## config.mk

```make
export PLATFORM = sky130hd
export DESIGN_NAME = lifo_stack_with_swap
export DESIGN_NICKNAME = d
export VERILOG_FILES = /design/src/sv/lsws_pkg.sv /design/src/sv/lsws_front.sv /design/src/sv/lsws_queue.sv /design/src/sv/lsws_back.sv /design/src/sv/lifo_stack_with_swap.sv
export VERILOG_INCLUDE_DIRS = /design/src /design/src/sv
export SDC_FILE = /design/constraint.sdc
export NUM_CORES = 2
export LEC_CHECK = 0
export BUFFER_PORTS_ARGS = -buffer_cell sky130_fd_sc_hd__buf_2
export CAP_MARGIN = 10
export CELL_PAD_IN_SITES_DETAIL_PLACEMENT = 2
export CELL_PAD_IN_SITES_GLOBAL_PLACEMENT = 2
export CORE_MARGIN = 2
export CORE_UTILIZATION = 40
export DETAILED_ROUTE_END_ITERATION = 7
export PLACE_DENSITY = 0.78
export SKIP_LAST_GASP = 1
export SLEW_MARGIN = 20
export SYNTH_ARGS = -nofsm -noshare
export SYNTH_HDL_FRONTEND = slang
export SYNTH_SLANG_ARGS = --single-unit
```

## constraint.sdc

```tcl
create_clock -name clk -period 7 [get_ports clk]
set_input_delay 1.4 -clock clk [delete_from_list [all_inputs] [get_ports clk]]
set_output_delay 1.4 -clock clk [all_outputs]
set_load 0.05 [all_outputs]
```

## src/sv/assert_macros.svh

```systemverilog
// assertion macros used by the top-level rtl file
`ifndef ASSERT_MACROS_SVH
`define ASSERT_MACROS_SVH

`ifndef SYNTHESIS

// property must hold at every rising clock edge out of reset
`define LSWS_ASSERT(lbl, clk, rstn, prop) \
	lbl: assert property (@(posedge clk) disable iff (!rstn) (prop)) \
		else $error("assertion failed");

// when trig holds, expr must hold in the next cycle
`define LSWS_ASSERT_NEXT(lbl, clk, rstn, trig, expr) \
	lbl: assert property (@(posedge clk) disable iff (!rstn) (trig) |=> (expr)) \
		else $error("assertion failed");

`else

`define LSWS_ASSERT(lbl, clk, rstn, prop)
`define LSWS_ASSERT_NEXT(lbl, clk, rstn, trig, expr)

`endif

`endif

```

## src/sv/lsws_pkg.sv

```systemverilog
// types, codes and constants of the lifo stack with swap
package lsws_pkg;

	localparam int STACK_DEPTH_DEF = 64;
	localparam int QUEUE_DEPTH     = 2;

	typedef enum logic [2:0] {
		OP_PUSH = 3'd0,
		OP_LIST = 3'd1,
		OP_PEEK = 3'd2,
		OP_POP  = 3'd3,
		OP_SWAP = 3'd4
	} op_t;

	typedef enum logic [2:0] {
		STAT_OK        = 3'd0,
		STAT_EMPTY     = 3'd1,
		STAT_SHORT     = 3'd2,
		STAT_FULL      = 3'd3,
		STAT_LISTEMPTY = 3'd4
	} status_t;

	typedef enum logic [1:0] {
		BK_IDLE,
		BK_RESP,
		BK_SWAP_HI,
		BK_SWAP_LO
	} back_state_t;

	typedef struct packed {
		logic [2:0]         func;
		logic signed [31:0] push_value;
	} in_item_t;

	typedef struct packed {
		logic signed [31:0] result_value;
		logic [2:0]         status;
		logic               last_of_run;
	} out_item_t;

	typedef struct packed {
		op_t         op;
		logic [31:0] value;
	} cmd_t;

	typedef struct packed {
		logic full;
		logic valid;
	} queue_status_t;

endpackage

```

## src/sv/lsws_front.sv

```systemverilog
// front stage: accepts input items, drops unused codes, feeds the command queue
module lsws_front (
	input  logic                clk,
	input  logic                arst_n,
	input  logic                item_valid,
	output logic                item_stall,
	input  lsws_pkg::in_item_t  item,
	output logic                q_push,
	output lsws_pkg::cmd_t      q_cmd,
	input  logic                q_full
);

	logic           valid_s1;
	lsws_pkg::cmd_t cmd_s1;
	logic           accept;
	logic           legal;

	assign item_stall = valid_s1 && q_full;
	assign accept     = item_valid && !item_stall;
	assign legal      = item.func <= 3'(lsws_pkg::OP_SWAP);
	assign q_push     = valid_s1 && !q_full;
	assign q_cmd      = cmd_s1;

	always_ff @(posedge clk or negedge arst_n) begin
		if (!arst_n) begin
			valid_s1 <= 1'b0;
		end else if (accept) begin
			valid_s1 <= legal;
		end else if (q_push) begin
			valid_s1 <= 1'b0;
		end
	end

	always_ff @(posedge clk) begin
		if (accept) begin
			cmd_s1.op    <= lsws_pkg::op_t'(item.func);
			cmd_s1.value <= item.push_value;
		end
	end

endmodule

```

## src/sv/lsws_queue.sv

```systemverilog
// short command queue between front and back
module lsws_queue (
	input  logic                     clk,
	input  logic                     arst_n,
	input  logic                     push,
	input  lsws_pkg::cmd_t           push_cmd,
	input  logic                     pop,
	output lsws_pkg::cmd_t           head,
	output lsws_pkg::queue_status_t  qstat
);

	localparam int PW = (lsws_pkg::QUEUE_DEPTH > 1) ? $clog2(lsws_pkg::QUEUE_DEPTH) : 1;
	localparam int CW = $clog2(lsws_pkg::QUEUE_DEPTH + 1);

	lsws_pkg::cmd_t slot_q [lsws_pkg::QUEUE_DEPTH];
	logic [PW-1:0]  wr_ptr_q;
	logic [PW-1:0]  rd_ptr_q;
	logic [CW-1:0]  count_q;
	logic           do_push;
	logic           do_pop;

	assign qstat.full  = count_q == CW'(lsws_pkg::QUEUE_DEPTH);
	assign qstat.valid = count_q != '0;
	assign do_push     = push && !qstat.full;
	assign do_pop      = pop && qstat.valid;
	assign head        = slot_q[rd_ptr_q];

	always_ff @(posedge clk or negedge arst_n) begin
		if (!arst_n) begin
			wr_ptr_q <= '0;
			rd_ptr_q <= '0;
			count_q  <= '0;
		end else begin
			if (do_push) begin
				wr_ptr_q <= (wr_ptr_q == PW'(lsws_pkg::QUEUE_DEPTH - 1)) ? '0 : wr_ptr_q + PW'(1);
			end
			if (do_pop) begin
				rd_ptr_q <= (rd_ptr_q == PW'(lsws_pkg::QUEUE_DEPTH - 1)) ? '0 : rd_ptr_q + PW'(1);
			end
			if (do_push && !do_pop) begin
				count_q <= count_q + CW'(1);
			end else if (do_pop && !do_push) begin
				count_q <= count_q - CW'(1);
			end
		end
	end

	always_ff @(posedge clk) begin
		if (do_push) begin
			slot_q[wr_ptr_q] <= push_cmd;
		end
	end

endmodule

```

## src/sv/lsws_back.sv

```systemverilog
// back end: stack memory, entry count, command sequencer and result register
module lsws_back #(
	parameter int STACK_DEPTH = lsws_pkg::STACK_DEPTH_DEF
) (
	input  logic                clk,
	input  logic                arst_n,
	input  logic                q_valid,
	input  lsws_pkg::cmd_t      q_cmd,
	output logic                q_pop,
	output logic                result_valid,
	input  logic                result_stall,
	output lsws_pkg::out_item_t result
);

	localparam int AW = $clog2(STACK_DEPTH);
	localparam int CW = $clog2(STACK_DEPTH + 1);

	logic [31:0]             mem [STACK_DEPTH];
	lsws_pkg::back_state_t   state_q, state_d;
	logic [CW-1:0]           cnt_q;
	logic [AW-1:0]           idx_q;
	logic                    list_q;
	logic                    sel_q;
	lsws_pkg::status_t       status_q;
	logic [31:0]             rd_a_q;
	logic [31:0]             rd_b_q;
	lsws_pkg::out_item_t     result_q;
	logic                    result_valid_q;

	logic [CW-1:0]           cnt_m1;
	logic [CW-1:0]           cnt_m2;
	logic [AW-1:0]           top_a;
	logic [AW-1:0]           sec_a;
	logic [AW-1:0]           idx_m1;
	logic                    is_empty;
	logic                    is_full;
	logic                    is_short;
	logic                    more;
	logic                    out_free;

	logic                    mem_we;
	logic [AW-1:0]           waddr;
	logic [31:0]             wdata;
	logic                    rd_en;
	logic [AW-1:0]           raddr;
	logic                    cmd_load;
	lsws_pkg::status_t       status_d;
	logic                    sel_d;
	logic                    list_d;
	logic                    cnt_inc;
	logic                    cnt_dec;
	logic                    idx_step;
	logic                    out_load;

	assign cnt_m1   = cnt_q - CW'(1);
	assign cnt_m2   = cnt_q - CW'(2);
	assign top_a    = cnt_m1[AW-1:0];
	assign sec_a    = cnt_m2[AW-1:0];
	assign idx_m1   = idx_q - AW'(1);
	assign is_empty = cnt_q == '0;
	assign is_full  = cnt_q == CW'(STACK_DEPTH);
	assign is_short = cnt_q < CW'(2);
	assign more     = list_q && (idx_q != '0);
	assign out_free = !result_valid_q || !result_stall;

	assign result_valid = result_valid_q;
	assign result       = result_q;

	always_comb begin
		state_d = state_q;
		case (state_q)
			lsws_pkg::BK_IDLE: begin
				if (q_valid) begin
					if (q_cmd.op == lsws_pkg::OP_SWAP && !is_short) begin
						state_d = lsws_pkg::BK_SWAP_HI;
					end else begin
						state_d = lsws_pkg::BK_RESP;
					end
				end
			end
			lsws_pkg::BK_SWAP_HI: begin
				state_d = lsws_pkg::BK_SWAP_LO;
			end
			lsws_pkg::BK_SWAP_LO: begin
				state_d = lsws_pkg::BK_RESP;
			end
			lsws_pkg::BK_RESP: begin
				if (out_free && !more) begin
					state_d = lsws_pkg::BK_IDLE;
				end
			end
			default: begin
				state_d = lsws_pkg::BK_IDLE;
			end
		endcase
	end

	always_comb begin
		q_pop    = 1'b0;
		mem_we   = 1'b0;
		waddr    = top_a;
		wdata    = rd_b_q;
		rd_en    = 1'b0;
		raddr    = top_a;
		cmd_load = 1'b0;
		status_d = lsws_pkg::STAT_OK;
		sel_d    = 1'b0;
		list_d   = 1'b0;
		cnt_inc  = 1'b0;
		cnt_dec  = 1'b0;
		idx_step = 1'b0;
		out_load = 1'b0;
		case (state_q)
			lsws_pkg::BK_IDLE: begin
				if (q_valid) begin
					q_pop    = 1'b1;
					cmd_load = 1'b1;
					case (q_cmd.op)
						lsws_pkg::OP_PUSH: begin
							if (is_full) begin
								status_d = lsws_pkg::STAT_FULL;
							end else begin
								mem_we  = 1'b1;
								waddr   = cnt_q[AW-1:0];
								wdata   = q_cmd.value;
								cnt_inc = 1'b1;
							end
						end
						lsws_pkg::OP_LIST: begin
							if (is_empty) begin
								status_d = lsws_pkg::STAT_LISTEMPTY;
							end else begin
								rd_en  = 1'b1;
								sel_d  = 1'b1;
								list_d = 1'b1;
							end
						end
						lsws_pkg::OP_PEEK: begin
							if (is_empty) begin
								status_d = lsws_pkg::STAT_EMPTY;
							end else begin
								rd_en = 1'b1;
								sel_d = 1'b1;
							end
						end
						lsws_pkg::OP_POP: begin
							if (is_empty) begin
								status_d = lsws_pkg::STAT_EMPTY;
							end else begin
								rd_en   = 1'b1;
								sel_d   = 1'b1;
								cnt_dec = 1'b1;
							end
						end
						lsws_pkg::OP_SWAP: begin
							if (is_short) begin
								status_d = lsws_pkg::STAT_SHORT;
							end else begin
								rd_en = 1'b1;
							end
						end
						default: begin
							status_d = lsws_pkg::STAT_OK;
						end
					endcase
				end
			end
			lsws_pkg::BK_SWAP_HI: begin
				mem_we = 1'b1;
				waddr  = top_a;
				wdata  = rd_b_q;
			end
			lsws_pkg::BK_SWAP_LO: begin
				mem_we = 1'b1;
				waddr  = sec_a;
				wdata  = rd_a_q;
			end
			lsws_pkg::BK_RESP: begin
				if (out_free) begin
					out_load = 1'b1;
					if (more) begin
						rd_en    = 1'b1;
						raddr    = idx_m1;
						idx_step = 1'b1;
					end
				end
			end
			default: begin
				q_pop = 1'b0;
			end
		endcase
	end

	always_ff @(posedge clk or negedge arst_n) begin
		if (!arst_n) begin
			state_q        <= lsws_pkg::BK_IDLE;
			cnt_q          <= '0;
			list_q         <= 1'b0;
			result_valid_q <= 1'b0;
		end else begin
			state_q <= state_d;
			if (cnt_inc) begin
				cnt_q <= cnt_q + CW'(1);
			end else if (cnt_dec) begin
				cnt_q <= cnt_m1;
			end
			if (cmd_load) begin
				list_q <= list_d;
			end
			if (out_load) begin
				result_valid_q <= 1'b1;
			end else if (!result_stall) begin
				result_valid_q <= 1'b0;
			end
		end
	end

	always_ff @(posedge clk) begin
		if (cmd_load) begin
			status_q <= status_d;
			sel_q    <= sel_d;
			idx_q    <= top_a;
		end else if (idx_step) begin
			idx_q <= idx_m1;
		end
		if (out_load) begin
			result_q.result_value <= sel_q ? rd_a_q : '0;
			result_q.status       <= 3'(status_q);
			result_q.last_of_run  <= !more;
		end
	end

	// stack memory, one write and two registered reads
	always_ff @(posedge clk) begin
		if (mem_we) begin
			mem[waddr] <= wdata;
		end
		if (rd_en) begin
			rd_a_q <= mem[raddr];
			rd_b_q <= mem[sec_a];
		end
	end

endmodule

```

## src/sv/lifo_stack_with_swap.sv

```systemverilog
// top level of the lifo stack with swap: front, command queue and back
//
// channel  direction  handshake                    payload
// item     in         item_valid / item_stall      lsws_pkg::in_item_t
// result   out        result_valid / result_stall  lsws_pkg::out_item_t
//
// push, peek, pop, a refused swap and a list of an empty stack go from idle to resp
// a swap also passes swap_hi and swap_lo; a non-empty list gives one result per entry
// the stack memory has one write port, so a swap writes its entries in swap_hi and swap_lo
// a command is registered in the front, then queued until the back end pops it
// reset clears the entry count and all valid state; the memory itself is not cleared
// a stalled result holds the back end; the queue keeps taking items until it fills
`include "assert_macros.svh"

module lifo_stack_with_swap #(
	parameter int STACK_DEPTH = lsws_pkg::STACK_DEPTH_DEF
) (
	input  logic                clk,
	input  logic                arst_n,
	input  logic                item_valid,
	output logic                item_stall,
	input  lsws_pkg::in_item_t  item,
	output logic                result_valid,
	input  logic                result_stall,
	output lsws_pkg::out_item_t result
);

	logic                    q_push;
	lsws_pkg::cmd_t          q_in;
	logic                    q_pop;
	lsws_pkg::cmd_t          q_head;
	lsws_pkg::queue_status_t qstat;
	logic                    value_ok;

	assign value_ok = result.result_value == '0 || result.status == 3'(lsws_pkg::STAT_OK);

	lsws_front u_front (
		.clk        (clk),
		.arst_n     (arst_n),
		.item_valid (item_valid),
		.item_stall (item_stall),
		.item       (item),
		.q_push     (q_push),
		.q_cmd      (q_in),
		.q_full     (qstat.full)
	);

	lsws_queue u_queue (
		.clk      (clk),
		.arst_n   (arst_n),
		.push     (q_push),
		.push_cmd (q_in),
		.pop      (q_pop),
		.head     (q_head),
		.qstat    (qstat)
	);

	lsws_back #(
		.STACK_DEPTH (STACK_DEPTH)
	) u_back (
		.clk          (clk),
		.arst_n       (arst_n),
		.q_valid      (qstat.valid),
		.q_cmd        (q_head),
		.q_pop        (q_pop),
		.result_valid (result_valid),
		.result_stall (result_stall),
		.result       (result)
	);

	`LSWS_ASSERT(a_no_push_full, clk, arst_n, !(q_push && qstat.full))
	`LSWS_ASSERT(a_pop_has_item, clk, arst_n, !q_pop || qstat.valid)
	`LSWS_ASSERT(a_value_only_ok, clk, arst_n, !result_valid || value_ok)
	`LSWS_ASSERT_NEXT(a_stall_front, clk, arst_n, item_stall && !q_pop, qstat.full || !item_stall)

endmodule
```

==> key figures <==
Run status
  • Status: finished with violations
  • Failing checks: DRC

Placed design
  • GP Congestion: roughly 0.90
  • I/O Buffers: 76
  • Number of cells after detailed placement: a little over 10000
  • DP Wirelength: between 200000 and 300000 microns

Critical path
  • Crit Path Class: flip-flop to flip-flop
  • Kind of end point of the critical path: flip-flop
  • Worst EP required: about 7.6 ns
  • RR Startpoint: u_back.cnt_q[0]$_DFFE_PN0P_
  • Critical path peak fanout: 41
  • Crit path DAT: around 6.9 ns
  • Crit. Startpoint: u_back.cnt_q[0]$_DFFE_PN0P_
  • Crit path launch type: flip-flop

STA
  • Period utilisation layout: 90.3%
  • Setup tns final: 0 ns
  • Achievable clock frequency: roughly 0.16 GHz
  • Post-layout minimum cycle time: roughly 6.3 ns
  • RSZ-0062 raised after global routing: no
  • Final hold vios: 0
  • Worst-margin pin slew: about 1.4 ns
  • Slew Limit Fails: 0
  • Clk_skew: 0.0799 ns
  • Slew headroom: under 10%
  • Final setup viols: 0

Synth
  • Syn Area/Cell: approximately 15 sq um
  • Number of enable flip-flop cells after synthesis: around 2300
  • Mapped cell area: 0.106 sq mm
  • Syn Nets: between 6000 and 7000
  • Yosys Warn Count: 0
  • FF+latch count, synth: about 2300
  • Share of the yosys chip area belonging to registers: about two thirds
  • Synth Flop Type: edfxtp_1
  • Async SR Flop Fraction: less than 1%
  • Synthesized instance count: 6852
  • Synth cell types: 76

Power
  • Sw Share: between 40% and 50%
  • Int Power: roughly 38000 uW
  • Worst VDD drop: ~0.57 mV
  • Pleak: 0.0400 uW
  • Comb power frac: 51.9%
  • Clk pwr share: 18.7%
  • Net Sw Power: 32700 uW
  • Pwr dens: between 500 and 600 mW/mm^2
  • Sequential share of power: slightly below 30%

Route
  • Drt wl/cell: 44.7 microns
  • Final WL: 478000 microns
  • First-pass DRT Iterations: 8
  • DRT iter0 DRCs: around 12000
  • Post-route ant nets: 0
  • Vias post-DR: between 70000 and 80000
  • DRC: 4
  • Via density: around 7.1

Cells and area
  • Synth-to-Final Area Change: 13.7%
  • Most frequent cells in the layout: 2263 x edfxtp_1, 1262 x nand2_1, 657 x mux4_2
  • Fin nets: 7028
  • Final Non-Filler Cells: roughly 11000
  • Most common cell after layout, fill and taps aside: edfxtp_1
  • Layout cells sized above 1: 22.2%

Clocking
  • CTS resizes: 0
  • H-tree Lvls: 4
  • Clock latency at the later pin of the worst-skew pair: between 0.9 and 1 ns
  • Deepest clock path buffer count: 3
  • Root Buffer: clkbuf_16
  • Sink Count: 2279
  • CTS clk-pin slew, worst paths: about 0.060 ns
  • CTS Buf Count: 238
  • CTS Hold Bufs: 0
  • CTS tree: yes
  • Setup bufs post-CTS: 0

Die
  • Initial core utilization: around two fifths
  • Die Wd: a little over 500 microns
  • FP Rows: about 190
  • Core area: around 0.26 sq mm
  • Die ar.: about 0.27 sq mm
  • Top Ports: 77
  • Die Y: around 520 microns

Global route
  • GR Overflow Total: 0
  • Total GRT Usage: 34.9%
  • Largest net degree at the start of global routing: 120
  • Vias in the first global route: ~80000
  • Initial antenna violation count: 33
  • First-pass GRT wire length: about 660000 microns

Min path
  • Worst hold path type: input pin to async pin

Job
  • Max cap viols: 0
[critical path: stages (launching register included)]
cell     delay (ns)
dfrtp_4        0.51
inv_1          0.54
ha_1           0.45
nor3b_2        0.47
and3_1         0.37
nor2_4         0.08
buf_4          0.30
mux2i_1        0.43
nor2_1         0.11
a21oi_1        0.39
nand3_1        0.84
nor2_4         1.05
buf_4          0.39
[layout make-up]
| type | instances | area [sq um] |
|---|---|---|
| diodes | 15 | 37.5 |
| repair buffers | 407 | 3610 |
| well taps | 3515 | 4400 |
| clock inverters | 141 | 1410 |
| fillers | 24371 | 142000 |
| multi-input cells | 4026 | 36000 |
| inverters | 25 | 93.8 |
| clock buffers | 300 | 6290 |
| flip-flops and latches | 2279 | 68400 |
[flip-flops by register name, summed over array words and instances, names as in the netlist]
register,flops
u_back.mem,2048
u_queue.slot_q,70
u_back.result,36
u_front.q_cmd,35
u_back.rd_a_q,32
u_back.rd_b_q,32
u_back.cnt_q,7
u_back.idx_q,6
u_back.status_q,3
u_back.state_q,2
u_queue.count_q,2
u_back.list_q,1
u_back.result_valid,1
u_back.sel_q,1
u_front.valid_s1,1
u_queue.rd_ptr_q,1
u_queue.wr_ptr_q,1
[cells by family after synthesis]
logic type / Yosys count / share of synthesized area (%)
multiplexers: 1228 / 19.5
AND/OR/NAND/NOR: 1988 / 8.06
AO/OA/AOI/OAI: 775 / 5.12
XOR/XNOR: 23 / 0.198
buffers and inverters: 547 / 2.34
flip-flops: 2279 / 64.7
adder cells (fa/ha/maj): 12 / 0.142
[power groups by stage]
stage | Sequential (uW) | Clock (uW) | Combinational (uW)
2_1_floorplan | 21100 | 0 | 19200
3_3_place_gp | 20700 | 0 | 32700
3_5_place_dp | 20800 | 0 | 34300
4_1_cts | 20600 | 13200 | 35100
5_1_grt | 20700 | 13600 | 36900
6_report | 20700 | 13200 | 36500
[Yosys cell counts (49+ instances only)]
cell type	number	area, sq um
edfxtp_1	2263	68000
buf_1	62	233
a22oi_1	65	488
o21ai_0	53	265
nor2_1	103	387
mux2i_1	523	5240
buf_2	233	1170
a32oi_1	66	578
mux4_2	657	14800
a21oi_1	246	1230
nand3_1	439	2200
clkbuf_1	201	754
a221oi_1	50	438
o22ai_1	49	307
o2111ai_1	55	482
nor4_1	53	332
a311oi_1	49	429
nand2_1	1262	4740
[through the flow]
| step | hold WS, ns | cell area [sq um] | setup slack [ns] | util (%) | power [uW] |
|---|---|---|---|---|---|
| 2_1_floorplan | 0.400 | 106000 | 0.658 | - | 40300 |
| 3_3_place_gp | 0.401 | 112000 | 0.928 | 42.8 | 53400 |
| 3_5_place_dp | 0.413 | 112000 | 0.707 | 42.8 | 55100 |
| 4_1_cts | 0.344 | 120000 | 0.932 | 45.7 | 68900 |
| 5_1_grt | 0.379 | 120000 | 0.695 | 45.8 | 71100 |
| 6_report | 0.375 | 120000 | 0.680 | 45.8 | 70400 |
[routing by layer]
layer | track usage (%) | vias to the layer above | part of all wire (%) | routed length (microns)
li1 | - | 27615 | - | -
met1 | 42.5 | 40217 | 34 | 163000
met2 | 52.9 | 6705 | 45 | 216000
met3 | 11.3 | 1816 | 13 | 61500
met4 | 24.0 | 26 | 7.8 | 37400
met5 | 0.320 | - | 0.11 | 526
[worst paths after layout]
path                                                 to  slack (ns)  depth (start not counted)
setup / recovery            u_back.mem[4][31]$_DFFE_PP_        0.68                         12
hold / removal             u_front.valid_s1$_DFFE_PN0P_        0.37                          1
setup reg to reg            u_back.mem[4][31]$_DFFE_PP_        0.68                         12
hold reg to reg              u_back.result[1]$_DFFE_PP_        0.43                          0
max in group asynchronous   u_back.cnt_q[1]$_DFFE_PN0P_        6.28                          1
min in group clk             u_back.result[1]$_DFFE_PP_        0.43                          0
Note: power is estimated with default switching activity, not from simulation.
